**config.mk**
```make
export PLATFORM = sky130hd
export DESIGN_NAME = compacting_region_allocator_core
export DESIGN_NICKNAME = d
export VERILOG_FILES = /design/src/rtl/cra_pkg.sv /design/src/rtl/cra_cell.sv /design/src/rtl/cra_chain.sv /design/src/rtl/compacting_region_allocator_core.sv
export SDC_FILE = /design/constraint.sdc
export NUM_CORES = 2
export LEC_CHECK = 0
export BUFFER_PORTS_ARGS = -buffer_cell sky130_fd_sc_hd__buf_4
export CORE_ASPECT_RATIO = 1.25
export CORE_UTILIZATION = 40
export CTS_CLUSTER_SIZE = 12
export DETAILED_ROUTE_END_ITERATION = 10
export PLACE_DENSITY = 0.62
export SLEW_MARGIN = 30
export SYNTH_ARGS = -nofsm -noshare
export SYNTH_HDL_FRONTEND = slang
export SYNTH_SLANG_ARGS = --single-unit
```
**constraint.sdc**
```tcl
create_clock -name clk -period 15.7 [get_ports clk]
set_clock_uncertainty 0.1 [all_clocks]
set_input_delay 2.355 -clock clk [delete_from_list [all_inputs] [get_ports clk]]
set_output_delay 2.355 -clock clk [all_outputs]
set_load 0.1 [all_outputs]
```
**src/rtl/cra_pkg.sv**
```systemverilog
// ---------------------------------------------------------------------------
// cra_pkg
// Shared types and constants of the compacting region allocator.
// ---------------------------------------------------------------------------
package cra_pkg;

  localparam int REGION_WORDS = 256;
  localparam int OBJECT_SLOTS = 16;
  localparam int SLOT_W       = 4;
  localparam int WORD_W       = 8;
  localparam int LEN_W        = 9;
  localparam int TOP_W        = 9;
  localparam int STATUS_W     = 3;

  typedef enum logic {
    OP_ALLOC = 1'b0,
    OP_FREE  = 1'b1
  } op_t;

  typedef enum logic [STATUS_W-1:0] {
    ST_OK       = 3'd0,
    ST_NO_SLOT  = 3'd1,
    ST_NO_ROOM  = 3'd2,
    ST_ZERO_LEN = 3'd3,
    ST_UNUSED   = 3'd4
  } status_t;

  typedef enum logic [1:0] {
    FSM_IDLE,
    FSM_CHECK,
    FSM_WAIT,
    FSM_EMIT
  } fsm_t;

  // command token handed from cell to cell
  typedef struct packed {
    logic              valid;
    op_t               op;
    logic [SLOT_W-1:0] id;
    logic [WORD_W-1:0] s;
    logic [WORD_W-1:0] e;
    logic [LEN_W-1:0]  flen;
    logic [SLOT_W-1:0] pos;
    logic              found;
    logic [SLOT_W-1:0] free_idx;
  } tok_t;

  typedef struct packed {
    logic              used;
    logic [WORD_W-1:0] start_w;
    logic [WORD_W-1:0] end_w;
  } slot_rd_t;

endpackage

```
**src/rtl/cra_cell.sv**
```systemverilog
// ---------------------------------------------------------------------------
// cra_cell
// One object slot: applies the passing command token to its own entry,
// records the first free slot seen so far, and forwards the token.
// ---------------------------------------------------------------------------
module cra_cell (
  input  logic            clk,
  input  logic            rst_n,
  input  cra_pkg::tok_t   tok_i,
  output cra_pkg::tok_t   tok_o,
  output cra_pkg::slot_rd_t slot_o
);
  import cra_pkg::*;

  logic              used_r, used_nxt;
  logic [WORD_W-1:0] start_r, start_nxt;
  logic [WORD_W-1:0] end_r, end_nxt;
  tok_t              tok_r, tok_nxt;
  logic              match;

  always_comb begin
    match     = tok_i.valid && (tok_i.pos == tok_i.id);
    used_nxt  = used_r;
    start_nxt = start_r;
    end_nxt   = end_r;
    tok_nxt   = tok_i;
    if (tok_i.valid) begin
      if (tok_i.op == OP_ALLOC) begin
        if (match) begin
          used_nxt  = 1'b1;
          start_nxt = tok_i.s;
          end_nxt   = tok_i.e;
        end
      end else begin
        if (match) begin
          used_nxt = 1'b0;
        end else if (used_r && (start_r > tok_i.s)) begin
          // slide down by the freed length
          start_nxt = start_r - tok_i.flen[WORD_W-1:0];
          end_nxt   = end_r - tok_i.flen[WORD_W-1:0];
        end
      end
      if (!tok_i.found && !used_nxt) begin
        tok_nxt.found    = 1'b1;
        tok_nxt.free_idx = tok_i.pos;
      end
      tok_nxt.pos = tok_i.pos + SLOT_W'(1);
    end
  end

  always_ff @(posedge clk) begin
    if (!rst_n) begin
      used_r <= 1'b0;
      tok_r  <= '0;
    end else begin
      used_r <= used_nxt;
      tok_r  <= tok_nxt;
    end
  end

  always_ff @(posedge clk) begin
    start_r <= start_nxt;
    end_r   <= end_nxt;
  end

  assign tok_o          = tok_r;
  assign slot_o.used    = used_r;
  assign slot_o.start_w = start_r;
  assign slot_o.end_w   = end_r;

endmodule

```
**src/rtl/cra_chain.sv**
```systemverilog
// ---------------------------------------------------------------------------
// cra_chain
// Row of slot cells. A launched token walks the row one cell per cycle;
// a slot can be read by index for the free lookup.
// ---------------------------------------------------------------------------
module cra_chain (
  input  logic                      clk,
  input  logic                      rst_n,
  input  cra_pkg::tok_t             launch_i,
  input  logic [cra_pkg::SLOT_W-1:0] rd_id_i,
  output cra_pkg::slot_rd_t         rd_o,
  output cra_pkg::tok_t             done_o,
  output logic                      busy_o
);
  import cra_pkg::*;

  tok_t     tok   [0:OBJECT_SLOTS];
  slot_rd_t slots [0:OBJECT_SLOTS-1];
  logic [OBJECT_SLOTS-1:0] act;

  assign tok[0] = launch_i;

  for (genvar k = 0; k < OBJECT_SLOTS; k++) begin : g_cell
    cra_cell u_cell (
      .clk    (clk),
      .rst_n  (rst_n),
      .tok_i  (tok[k]),
      .tok_o  (tok[k+1]),
      .slot_o (slots[k])
    );
    assign act[k] = tok[k+1].valid;
  end

  assign rd_o   = slots[rd_id_i];
  assign done_o = tok[OBJECT_SLOTS];
  assign busy_o = |act;

endmodule

```
**src/rtl/compacting_region_allocator_core.sv**
```systemverilog
// ---------------------------------------------------------------------------
// compacting_region_allocator_core
// Slot table allocator that keeps one region compact on every free.
// From input transfer to result transfer: the check state, which also feeds
// the first slot cell, the token's walk through each further cell, the wait
// state that takes the finished token, the emit state that loads the output
// register, which then offers the result. Error results skip the chain. Only
// one command is in flight; the next input is taken once the result is loaded.
// Reset (synchronous, rst_n low) frees every slot, clears region top and
// points the next slot at slot zero.
// ---------------------------------------------------------------------------
module compacting_region_allocator_core (
  input  logic        clk,
  input  logic        rst_n,
  input  logic        in_tvalid,
  output logic        in_tready,
  input  logic [15:0] in_tdata,   // length[8:0], object_id[12:9]
  input  logic [0:0]  in_tuser,   // op[0]
  output logic        out_tvalid,
  input  logic        out_tready,
  output logic [23:0] out_tdata,  // slot_index[3:0], start_index[11:4], end_index[19:12]
  output logic [2:0]  out_tuser   // status[2:0]
);
  import cra_pkg::*;

  fsm_t              state_r, state_nxt;
  op_t               cmd_op_r;
  logic [LEN_W-1:0]  cmd_len_r;
  logic [SLOT_W-1:0] cmd_id_r;

  logic [TOP_W-1:0]  top_r, top_nxt;
  logic [SLOT_W-1:0] nslot_r, nslot_nxt;
  logic              nvalid_r, nvalid_nxt;
  logic [TOP_W-1:0]  new_top_r, new_top_nxt;

  status_t           res_status_r, res_status_nxt;
  logic [SLOT_W-1:0] res_slot_r, res_slot_nxt;
  logic [WORD_W-1:0] res_s_r, res_s_nxt;
  logic [WORD_W-1:0] res_e_r, res_e_nxt;

  logic              out_valid_r, out_valid_nxt;
  status_t           out_status_r, out_status_nxt;
  logic [SLOT_W-1:0] out_slot_r, out_slot_nxt;
  logic [WORD_W-1:0] out_s_r, out_s_nxt;
  logic [WORD_W-1:0] out_e_r, out_e_nxt;

  tok_t              launch;
  tok_t              done;
  slot_rd_t          rd;
  logic              busy;
  logic [TOP_W:0]    alloc_sum;
  logic [TOP_W-1:0]  alloc_e;
  logic [LEN_W-1:0]  free_len;

  cra_chain u_chain (
    .clk      (clk),
    .rst_n    (rst_n),
    .launch_i (launch),
    .rd_id_i  (cmd_id_r),
    .rd_o     (rd),
    .done_o   (done),
    .busy_o   (busy)
  );

  assign in_tready = (state_r == FSM_IDLE);

  always_comb begin
    state_nxt      = state_r;
    top_nxt        = top_r;
    nslot_nxt      = nslot_r;
    nvalid_nxt     = nvalid_r;
    new_top_nxt    = new_top_r;
    res_status_nxt = res_status_r;
    res_slot_nxt   = res_slot_r;
    res_s_nxt      = res_s_r;
    res_e_nxt      = res_e_r;
    out_valid_nxt  = out_valid_r && !out_tready;
    out_status_nxt = out_status_r;
    out_slot_nxt   = out_slot_r;
    out_s_nxt      = out_s_r;
    out_e_nxt      = out_e_r;
    launch         = '0;
    alloc_sum      = {1'b0, top_r} + {1'b0, cmd_len_r};
    alloc_e        = top_r + cmd_len_r - TOP_W'(1);
    free_len       = {1'b0, rd.end_w} - {1'b0, rd.start_w} + LEN_W'(1);

    case (state_r)
      FSM_IDLE: begin
        if (in_tvalid) begin
          state_nxt = FSM_CHECK;
        end
      end
      FSM_CHECK: begin
        res_status_nxt = ST_OK;
        res_slot_nxt   = '0;
        res_s_nxt      = '0;
        res_e_nxt      = '0;
        state_nxt      = FSM_EMIT;
        if (cmd_op_r == OP_ALLOC) begin
          if (cmd_len_r == '0) begin
            res_status_nxt = ST_ZERO_LEN;
          end else if (!nvalid_r) begin
            res_status_nxt = ST_NO_SLOT;
          end else if (alloc_sum > (TOP_W+1)'(REGION_WORDS)) begin
            res_status_nxt = ST_NO_ROOM;
          end else begin
            res_slot_nxt  = nslot_r;
            res_s_nxt     = top_r[WORD_W-1:0];
            res_e_nxt     = alloc_e[WORD_W-1:0];
            new_top_nxt   = alloc_sum[TOP_W-1:0];
            launch.valid  = 1'b1;
            launch.op     = OP_ALLOC;
            launch.id     = nslot_r;
            launch.s      = top_r[WORD_W-1:0];
            launch.e      = alloc_e[WORD_W-1:0];
            launch.flen   = cmd_len_r;
            state_nxt     = FSM_WAIT;
          end
        end else begin
          res_slot_nxt = cmd_id_r;
          if (!rd.used) begin
            res_status_nxt = ST_UNUSED;
          end else begin
            res_s_nxt    = rd.start_w;
            res_e_nxt    = rd.end_w;
            new_top_nxt  = (top_r >= free_len) ? (top_r - free_len) : '0;
            launch.valid = 1'b1;
            launch.op    = OP_FREE;
            launch.id    = cmd_id_r;
            launch.s     = rd.start_w;
            launch.e     = rd.end_w;
            launch.flen  = free_len;
            state_nxt    = FSM_WAIT;
          end
        end
      end
      FSM_WAIT: begin
        if (done.valid) begin
          top_nxt    = new_top_r;
          nslot_nxt  = done.found ? done.free_idx : '0;
          nvalid_nxt = done.found;
          state_nxt  = FSM_EMIT;
        end
      end
      FSM_EMIT: begin
        if (!out_valid_r || out_tready) begin
          out_valid_nxt  = 1'b1;
          out_status_nxt = res_status_r;
          out_slot_nxt   = res_slot_r;
          out_s_nxt      = res_s_r;
          out_e_nxt      = res_e_r;
          state_nxt      = FSM_IDLE;
        end
      end
      default: begin
        state_nxt = FSM_IDLE;
      end
    endcase
  end

  always_ff @(posedge clk) begin
    if (!rst_n) begin
      state_r     <= FSM_IDLE;
      top_r       <= '0;
      nslot_r     <= '0;
      nvalid_r    <= 1'b1;
      out_valid_r <= 1'b0;
    end else begin
      state_r     <= state_nxt;
      top_r       <= top_nxt;
      nslot_r     <= nslot_nxt;
      nvalid_r    <= nvalid_nxt;
      out_valid_r <= out_valid_nxt;
    end
  end

  always_ff @(posedge clk) begin
    if (in_tvalid && in_tready) begin
      cmd_op_r  <= op_t'(in_tuser[0]);
      cmd_len_r <= in_tdata[8:0];
      cmd_id_r  <= in_tdata[12:9];
    end
    new_top_r    <= new_top_nxt;
    res_status_r <= res_status_nxt;
    res_slot_r   <= res_slot_nxt;
    res_s_r      <= res_s_nxt;
    res_e_r      <= res_e_nxt;
    out_status_r <= out_status_nxt;
    out_slot_r   <= out_slot_nxt;
    out_s_r      <= out_s_nxt;
    out_e_r      <= out_e_nxt;
  end

  assign out_tvalid = out_valid_r;
  assign out_tdata  = {4'b0, out_e_r, out_s_r, out_slot_r};
  assign out_tuser  = out_status_r;

  a_top_bound: assert property (@(posedge clk) disable iff (!rst_n)
    top_r <= TOP_W'(REGION_WORDS))
    else $error("region top beyond region size");

  a_done_in_wait: assert property (@(posedge clk) disable iff (!rst_n)
    done.valid |-> state_r == FSM_WAIT)
    else $error("chain token finished outside wait");

  a_idle_quiet: assert property (@(posedge clk) disable iff (!rst_n)
    state_r == FSM_IDLE |-> !busy)
    else $error("chain busy while idle");

  a_free_gives_slot: assert property (@(posedge clk) disable iff (!rst_n)
    (state_r == FSM_WAIT && done.valid && cmd_op_r == OP_FREE) |=> nvalid_r)
    else $error("no free slot after a free");

endmodule

```
==> parameters.txt <==
Parameter                              Value

Detailed routing
  Number of detailed-route iterations in the first pass    5
  Routed vias/inst    5.04
  Routed length per placed instance    19.6 microns
  Wirelength, routed    113000 microns
  First DRT Iteration DRCs    1810
  DRC violation count after routing    0
  DRT antenna net count    0
  Detailed-route via count    29176

Placement
  Cells after DPL    5609
  Final RePlAce weighted congestion    0.858
  Area of placed instances    48000 sq um
  Placed wire-length estimate after detailed placement    86700 microns
  Count of input and output buffers    42

Critical path
  Buffers and inverters on the worst path    4
  Crit-path cells    buf_4, buf_4, mux4_2, mux4_2, ha_1, inv_1, ha_1, fa_1, a21o_1, a21oi_1, o21bai_1, a21oi_1, xnor2_1, inv_1, ha_1, nand4_1, nor2_1, a211o_1, a21oi_1, nor2_1
  Worst setup SP type    flop
  Largest fanout of any net on the critical path    38
  Data arrival time of the critical path    6940 ps
  WS Path Type    reg2reg
  CP max stage delay    670 ps
  Data required time at the worst endpoint    16000 ps
  Kind of cell adding the most delay to the critical path    compound AO/OA/AOI/OAI gates
  Kind of end point of the critical path    flop
  Slowest stage cell on the critical path    sky130_fd_sc_hd__a21oi_1
  Setup slack of the worst register-to-register path    9060 ps

Synthesis
  Post-synthesis compound-gate area fraction    9.32%
  Proportion of synthesized chip area in sequential cells    46.8%
  Synthesized-area fraction occupied by xor and xnor cells    5.58%
  Top FF cell, synth    sky130_fd_sc_hd__dfxtp_1
  Post-Synth Adder-Cell Area    12.6%
  Number of flops mapped to enable cells by yosys    325
  Post-Synthesis Mean Instance Area    11.0 sq um
  Fraction of the mapped netlist area in simple logic gates    13.0%
  Netlist Area Pre-Place    46200 sq um
  Most frequent cell after synthesis    sky130_fd_sc_hd__dfxtp_1
  Largest family of logic cells by synthesized area    simple AND/OR/NAND/NOR gates
  Async SR Flop Fraction    0%
  Synth Register Bits    916
  Main area contributors after synthesis    sky130_fd_sc_hd__dfxtp_1 (26%), sky130_fd_sc_hd__edfxtp_1 (21%), sky130_fd_sc_hd__ha_1 (11%), sky130_fd_sc_hd__and2_1 (6.3%), sky130_fd_sc_hd__mux4_2 (4.1%)
  Area share of the leading cell type in the synthesized netlist    25.6%
  Synthesized instance count    4202
  Share of cell area taken by muxes after synthesis    8.21%
  Distinct cell type count of the synthesized netlist    72
  Top cells by instance count after synthesis    sky130_fd_sc_hd__dfxtp_1 (591), sky130_fd_sc_hd__and2_1 (465), sky130_fd_sc_hd__ha_1 (408)
  Synth area leader    sky130_fd_sc_hd__dfxtp_1
  Yosys Warn Count    0

CTS
  Buffer cell driving the clock tree root    sky130_fd_sc_hd__clkbuf_16
  Clock buffer count from CTS    93
  Deepest clock path buffer count    3
  Clock tree from TritonCTS    yes
  Quantity of gates resized following cts    0
  Clock sink count    916
  Clock H-tree levels    3
  Post-CTS Repair Setup Buffers    0
  Clk pin slew, worst setup/hold paths    60 ps
  Clock Latency Late Sink    690 ps
  Number of buffers inserted by hold repair at cts    0

Global routing
  Vias in the first global route    30042
  Global-route wire length before repair    174000 microns
  Number of antenna violations at the first check in global routing    5
  Total global routing overflow    0
  Overall track demand over capacity in global routing    19.5%
  Pin count of the biggest net entering global routing    140

Die
  Die boundary width    306 microns
  Standard-cell row count    138
  Die Ht    382 microns
  Number of ports placed on the die boundary    50
  Core area    114000 sq um
  Die area    117000 sq um
  Initial standard-cell utilization of the core    40.6%

Timing
  Relative slew slack    35.5%
  Tmin final    6640 ps
  Number of pins exceeding their max-slew limit in the final report    0
  Sum of negative setup slack    0 ps
  Final number of setup-violating endpoints    0
  Post-route clock period utilization    42.3%
  Achievable Freq    151 MHz
  Number of hold violations in the final report    0
  RSZ-0062 raised after global routing    no
  Transition time at the pin with the least slew margin    959 ps

Flow run
  Number of violations of the max-capacitance limit    0

Layout
  Synthesis-to-finish area growth    10.5%
  Sequential cell area    21600 sq um
  # nets final    4699
  Total area of multi-input combinational cells    22500 sq um
  Filler cells    10486
  Fraction of layout instances using a drive strength above 1    9.27%
  Number of standard cells in the final layout excluding fillers    5784
  Post-route cell area    51000 sq um

Hold path
  Min-Delay Path Class    reg2reg

Pwr
  Worst IR Drop VDD    87.0 uV
  Power density cells    112 nW/um^2
  Leakage power figure    19.9 nW
  Overall power after layout    0.00571 W

Status
  Run status    completed
-- final cells by class --
type                            instances  share of cell area [%]
Antenna cell                            1                 0.00491
Clock buffer                          161                    5.54
Clock inverter                         13                   0.280
Inverter                              380                    2.80
Multi-Input combinational cell       2761                    44.2
Sequential cell                       916                    42.3
Tap cell                             1470                    3.61
Timing Repair Buffer                   82                    1.25
-- logic make-up (layout without fill, tap and decap cells) --
family	count (synthesis)	in the layout
adder cells (fa/ha/maj)	444	444
other	1	6
multiplexers	262	262
XOR/XNOR	294	294
AO/OA/AOI/OAI	683	683
AND/OR/NAND/NOR	1073	1073
flip-flops	916	916
buffers and inverters	529	636
-- flip-flops by register name (all words and copies together), names as in the netlist, 2 cells and up --
register / count
res_s_r: 8
u_chain.g_cell.u_cell.end_r: 128
res_slot_r: 4
res_e_r: 8
top_r: 9
new_top_r: 9
out_slot_r: 4
u_chain.g_cell.u_cell.start_r: 128
nslot_r: 4
cmd_len_r: 9
out_e_r: 8
state_r: 2
cmd_id_r: 4
out_s_r: 8
u_chain.g_cell.u_cell.used_r: 16
u_chain.g_cell.u_cell.tok_o: 558
out_tuser: 3
res_status_r: 3
-- cells in the final DEF, fill, tap and decap left out, types with 98 or more instances in the layout --
master / Yosys / layout
sky130_fd_sc_hd__a21o_1: 150 / 150
sky130_fd_sc_hd__a21oi_1: 150 / 150
sky130_fd_sc_hd__and2_1: 465 / 465
sky130_fd_sc_hd__dfxtp_1: 591 / 589
sky130_fd_sc_hd__edfxtp_1: 325 / 325
sky130_fd_sc_hd__ha_1: 408 / 408
sky130_fd_sc_hd__inv_1: 378 / 378
sky130_fd_sc_hd__nand2_1: 174 / 174
sky130_fd_sc_hd__nor2_1: 98 / 98
sky130_fd_sc_hd__nor2b_1: 141 / 140
sky130_fd_sc_hd__o21ai_0: 203 / 200
sky130_fd_sc_hd__xnor2_1: 166 / 166
sky130_fd_sc_hd__xor2_1: 128 / 128
-- where the power goes --
| part | switching (W) | internal, W |
|---|---|---|
| Clock | 0.000935 | 0.00125 |
| Sequential | 0.0000317 | 0.00252 |
| Combinational | 0.000597 | 0.000374 |
| Total | 0.00156 | 0.00415 |
-- final timing paths --
kind                                              to  cells after the start                               start
setup / recovery                        new_top_r[7]                     20                         cmd_id_r[1]
hold / removal    u_chain.g_cell[14].u_cell.tok_o[0]                      2  u_chain.g_cell[13].u_cell.tok_o[0]
setup reg to reg                        new_top_r[7]                     20                         cmd_id_r[1]
hold reg to reg   u_chain.g_cell[14].u_cell.tok_o[0]                      2  u_chain.g_cell[13].u_cell.tok_o[0]
-- metal layers --
metal	part of all wire [%]	GRT usage, %	routed length, microns	vias to the layer above
met5	0	0	0	-
met4	4.0	8.49	4520	0
met3	3.6	2.18	4100	180
met2	51	35.4	57700	513
met1	42	23.0	47100	14042
li1	-	-	-	14441
-- stage by stage --
step / hold slack, ps / utilization, % / setup slack, ps
floorplan: 294 / - / 10190
finish: 311 / 44.8 / 9060
global placement: 303 / 42.2 / 9130
detailed placement: 305 / 42.2 / 9060
global route: 319 / 44.8 / 8710
CTS: 314 / 44.8 / 9050
-- worst min-delay path: cells and delay by family (launching register included) --
| family | cells | cell delay, ps |
|---|---|---|
| flops | 1 | 290 |
| buf+inv | 1 | 40 |
| simple gates | 1 | 30 |
Note: power is estimated with default switching activity, not from simulation.
